<file path="src/rtl/core/rsi_pkg.sv">
`timescale 1ns / 1ps
// shared types and constants of the ray/sphere intersection pipeline
// no dependencies; imported by every module of the block
package rsi_pkg;

  // coordinate format and unit vector scaling
  localparam int FRAC_BITS = 16;
  localparam int UNIT_FRAC = 30;

  // radius after reset: 1.0 in coordinate units
  localparam logic [30:0] RADIUS_RESET = 31'(32'd1 << FRAC_BITS);

  // iterative units: one result bit per step, steps grouped into stages
  localparam int STEPS_PER_STAGE = 2;
  localparam int ROOT_STEPS      = 32;
  localparam int DIV_STEPS       = 32;
  localparam int ROOT_STAGES     = ROOT_STEPS / STEPS_PER_STAGE;
  localparam int DIV_STAGES      = DIV_STEPS / STEPS_PER_STAGE;

  // input word: one ray
  typedef struct packed {
    logic signed [31:0] origin_x;
    logic signed [31:0] origin_y;
    logic signed [31:0] origin_z;
    logic signed [31:0] heading_x;
    logic signed [31:0] heading_y;
    logic signed [31:0] heading_z;
  } ray_t;

  // output word: hit flag and intersection point
  typedef struct packed {
    logic               hit;
    logic signed [31:0] point_x;
    logic signed [31:0] point_y;
    logic signed [31:0] point_z;
  } hit_t;

endpackage

</file>
<file path="src/rtl/core/rsi_isqrt.sv">
`timescale 1ns / 1ps
// pipelined floor square root of a 64-bit value, two root bits per stage
// depends on rsi_pkg for the stage count
module rsi_isqrt (
  input  logic        clk_i,
  input  logic        en_i,
  input  logic [63:0] radicand_i,
  output logic [31:0] root_o
);
  import rsi_pkg::*;

  typedef struct packed {
    logic [34:0] rem;
    logic [31:0] root;
    logic [63:0] rad;
  } sq_st_t;

  // one restoring step: bring down two radicand bits, try 4r+1
  function automatic sq_st_t sq_step(sq_st_t s);
    logic [34:0] rem_n;
    logic [34:0] trial;
    sq_st_t      r;
    rem_n = {s.rem[32:0], s.rad[63:62]};
    trial = {1'b0, s.root, 2'b01};
    r     = s;
    r.rad = {s.rad[61:0], 2'b00};
    if (rem_n >= trial) begin
      r.rem  = rem_n - trial;
      r.root = {s.root[30:0], 1'b1};
    end else begin
      r.rem  = rem_n;
      r.root = {s.root[30:0], 1'b0};
    end
    return r;
  endfunction

  sq_st_t init;
  sq_st_t st_in [ROOT_STEPS];
  sq_st_t st_c  [ROOT_STEPS];
  sq_st_t st_q  [ROOT_STAGES];

  assign init = '{rem: '0, root: '0, rad: radicand_i};

  // step chain, cut by a register after every group of steps
  for (genvar i = 0; i < ROOT_STEPS; i++) begin : g_step
    if (i % STEPS_PER_STAGE == 0) begin : g_head
      if (i == 0) begin : g_in
        assign st_in[i] = init;
      end else begin : g_reg
        assign st_in[i] = st_q[i / STEPS_PER_STAGE - 1];
      end
    end else begin : g_chain
      assign st_in[i] = st_c[i - 1];
    end
    assign st_c[i] = sq_step(st_in[i]);
  end

  // stage registers
  always_ff @(posedge clk_i) begin
    if (en_i) begin
      for (int k = 0; k < ROOT_STAGES; k++) begin
        st_q[k] <= st_c[(k + 1) * STEPS_PER_STAGE - 1];
      end
    end
  end

  assign root_o = st_q[ROOT_STAGES - 1].root;

endmodule

</file>
<file path="config.mk">
export PLATFORM = sky130hd
export DESIGN_NAME = rsi_isqrt
export DESIGN_NICKNAME = d
export VERILOG_FILES = /design/src/rtl/core/rsi_pkg.sv /design/src/rtl/core/rsi_isqrt.sv
export SDC_FILE = /design/constraint.sdc
export NUM_CORES = 2
export LEC_CHECK = 0
export BUFFER_PORTS_ARGS = -buffer_cell sky130_fd_sc_hd__buf_2
export CAP_MARGIN = 20
export CORE_ASPECT_RATIO = 0.7
export CORE_MARGIN = 4
export CORE_UTILIZATION = 59
export CTS_CLUSTER_SIZE = 25
export DETAILED_ROUTE_END_ITERATION = 7
export GPL_TIMING_DRIVEN = 0
export PLACE_DENSITY_LB_ADDON = 0.3
export SYNTH_ARGS = -nofsm -noshare
export SYNTH_HDL_FRONTEND = slang
export SYNTH_SLANG_ARGS = --single-unit
</file>
<file path="constraint.sdc">
create_clock -name clk_i -period 6.4 [get_ports clk_i]
set_input_delay 0.32 -clock clk_i [delete_from_list [all_inputs] [get_ports clk_i]]
set_output_delay 0.32 -clock clk_i [all_outputs]
set_load 0.03 [all_outputs]
</file>
==> out/qor.json <==
{
  "timing": {
    "finalHoldViolCount": 0,
    "max_freq_mhz": 158,
    "total_of_endpoints_with_negative_setup_slack_in_the_final_report": 0,
    "final.min_clock_period_ns": 6.32,
    "finalMaxSlewViolations": 0,
    "aggregate_negative_setup_slack_ns": 0,
    "hold_ws_ns": 0.249,
    "period_share_pct": 98.8,
    "worst_slew_margin_rel_pct": 22.1,
    "worstMarginPinSlew_ns": 1.17,
    "worst_clock_skew_ns": 0.0403
  },
  "finish": {
    "max_ffs_per_register": 1225,
    "drive_gt1_share_pct": 10.0,
    "finish.instance_area_mm2": 0.0904,
    "finish.net_count": 9047,
    "layout_common_cells": "1225 x edfxtp_1, 690 x nand2_1, 599 x a21oi_1, 599 x nor2_1, 544 x ha_1",
    "registers.top_by_ff_count": "st_q",
    "area_growth_pct": 11.9,
    "biggestRegsByFlops": "st_q (1225)",
    "most_common_cell_after_layout_fill_and_taps_aside": "edfxtp_1"
  },
  "global_routing": {
    "maximum_number_of_pins_on_one_net_before_global_route_repair": 191,
    "global_route.overflow_total": 0,
    "groute.usage.overall_pct": 29.9,
    "antenna_found_initial": 6,
    "grt_first_pass_wirelength_um": 343000,
    "first_global_vias": 60600
  },
  "cts": {
    "clock-root-buffer": "clkbuf_16",
    "clk_pin_slew_worst_paths_ns": 0.07,
    "tritoncts_num_sinks": 1225,
    "worst_skew_late_latency_ns": 0.77,
    "tritoncts": "built",
    "ctsLongestPathBuffers": 3,
    "cts_inserted_buffers": 116,
    "cts-htree-levels": 3
  },
  "yosys": {
    "synth.avg_cell_area_um2": 10.0,
    "synth_edf_count": 1225,
    "netlist_instances": 8065,
    "yosysWarningCount": 0,
    "synth.distinct_cells": 98,
    "syn-cell-area_mm2": 0.0808,
    "ys_ff_latch": 1225,
    "yosys_most_used_dff": "edfxtp_1",
    "synth_seq_area_share_pct": 45.5,
    "postSynth.asyncResetShare_pct": 0
  },
  "power": {
    "vdd.ir_drop.worst_uv": 284,
    "power_density_mw_per_mm2": 408,
    "post-layout-total-power_mw": 36.9,
    "reported_leakage_power_nw": 35.5
  },
  "routing": {
    "viasPerCell": 6.35,
    "postRouteWirelength_um": 222000,
    "drt_iter0_drc": 7825,
    "post_drt_wl_per_cell_um": 21.5,
    "number_of_remaining_drc_errors": 0,
    "routed-via-count": 65800,
    "antenna_violating_nets_post_route": 1,
    "firstDrtPassIters": 8
  },
  "floorplan": {
    "start_util_pct": 59.5,
    "num_io_pins": 98,
    "placementRows": 113,
    "die_area_mm2": 0.143,
    "floorplan.die.height_um": 318,
    "width_of_the_die_um": 450,
    "core_area_mm2": 0.136
  },
  "setup_path": {
    "setup.worst_path.start_class": "flip-flop",
    "worst_setup_end_kind": "flip-flop",
    "critPathMaxFanout": 10,
    "setup_slack_of_the_most_critical_reg_to_reg_path_ns": 0.08,
    "worst_r2r_path_depth": 22,
    "crit_arrival_ns": 6.84,
    "crit-reg2reg-launch": "st_q[1][448]$_DFFE_PP_",
    "required_ns": 6.92,
    "worst_r2r_dst": "st_q[1][625]$_DFFE_PP_",
    "critPathKind": "flip-flop to flip-flop"
  },
  "hold_path": {
    "worst_min_path_class": "input port to flip-flop",
    "hold_path_end": "st_q[0][44]$_DFFE_PP_",
    "hold_path_startpoint": "radicand_i[44]",
    "min_delay_path_depth": 2
  },
  "outcome": {
    "failed_checks": "antenna rules",
    "run_status": "complete, but fails checks"
  },
  "placed_design": {
    "hpwlAfterDp_um": 166000,
    "dpl-instance-area_mm2": 0.0839,
    "final_replace_weighted_congestion": 1.00,
    "portbufs": 97
  },
  "job": {
    "number_of_violations_of_the_max_capacitance_limit": 0
  }
}
cell families after synthesis:
| family | synth area share [%] |
|---|---|
| xor gates and xnor gates | 7.87 |
| DFF | 45.5 |
| muxes | 1.73 |
| buffers and inverters | 3.28 |
| AOI/OAI and AO/OA | 16.7 |
| and+or+nand+nor | 16.3 |
| adders and majority gates | 8.63 |
| other | 0.00464 |
critical path, stage by stage (launching register included):
cell and delay (ns):
edfxtp_1 0.44, inv_1 0.09, ha_1 0.37, nand3_2 0.21
or2_2 0.37, o221ai_4 0.27, a21o_1 0.25, nand2_2 0.18
nand2_4 0.13, clkinvlp_4 0.16, clkbuf_4 0.27, clkbuf_4 0.25
o21ai_0 0.30, ha_1 0.36, a21oi_1 0.20, o31ai_1 0.12
a21oi_2 0.30, o2111ai_4 0.23, a2111oi_1 0.52, nor3_1 0.21
a211oi_1 0.41, xnor2_1 0.12, mux2_2 0.27
where the power goes:
group          switching (mW)  leakage, nW  internal, mW  total [mW]
Sequential               1.06         11.7          10.8        11.8
Combinational            10.7         21.9          7.29        18.0
Clock                    3.20         1.88          3.86        7.06
Total                    14.9         35.5          21.9        36.9
routing by layer:
metal / GRT usage [%] / up-vias / routed length [um]
li1: - / 30800 / -
met1: 45.0 / 31600 / 99100
met2: 44.9 / 3041 / 96400
met3: 5.70 / 357 / 21900
met4: 6.67 / 2 / 5040
met5: 0 / - / 16
repair_timing:
action,4_1_cts,5_1_grt
pin swaps,25,39
hold buffers,66,0
setup endpoints to repair,410,413
endpoints found under the hold margin,92,0
setup buffers,37,50
gates cloned,0,0
resized for setup,215,219
cells in the mapped netlist (all sizes together) (91+ instances only):
cell	n	area share (%)
inv	468	2.2
a21oi	616	3.8
xor2	296	3.2
mux2	91	1.3
nand4	118	0.91
a21o	276	2.6
nor4	98	0.80
xnor2	430	4.7
ha	557	8.6
nor3	245	1.5
edfxtp	1225	46
nor2	606	2.8
o21a	98	0.91
o21ai	458	2.8
clkbuf	183	0.85
nand3	179	1.1
nand2	699	3.3
through the flow:
stage | util [%] | instances | worst slack [ns]
3_3_place_gp | 61.5 | 10000 | -13.42
2_1_floorplan | - | 8067 | 0.212
6_report | 66.6 | 10400 | 0.0786
3_5_place_dp | 61.7 | 10000 | -2.16
4_1_cts | 65.8 | 10300 | 0.00259
5_1_grt | 66.5 | 10400 | -0.0613
worst max-delay path by stage:
stage	start	endpoint	slack (ns)	depth (start not counted)
final	st_q[1][448]$_DFFE_PP_	st_q[1][625]$_DFFE_PP_	0.08	22
after global routing	st_q[1][695]$_DFFE_PP_	st_q[1][873]$_DFFE_PP_	-0.06	26
after CTS	st_q[1][205]$_DFFE_PP_	st_q[1][372]$_DFFE_PP_	0.003	25
after detailed placement	st_q[1][568]$_DFFE_PP_	st_q[1][752]$_DFFE_PP_	-2.16	26
after global placement	en_i	st_q[1][500]$_DFFE_PP_	-13.42	1
after floorplan	st_q[1][95]$_DFFE_PP_	st_q[1][222]$_DFFE_PP_	0.21	24
layout make-up:
type / count / area, um2
Sequential cell: 1225 / 36800
Clock buffer: 134 / 3010
Tap cell: 1840 / 2300
Inverter: 474 / 1810
Fill cell: 10600 / 45400
Timing Repair Buffer: 266 / 2080
Buffer: 196 / 1040
Antenna cell: 6 / 15.0
Clock inverter: 81 / 853
Multi-Input combinational cell: 6145 / 42500
(Power assumes the default switching activity.)
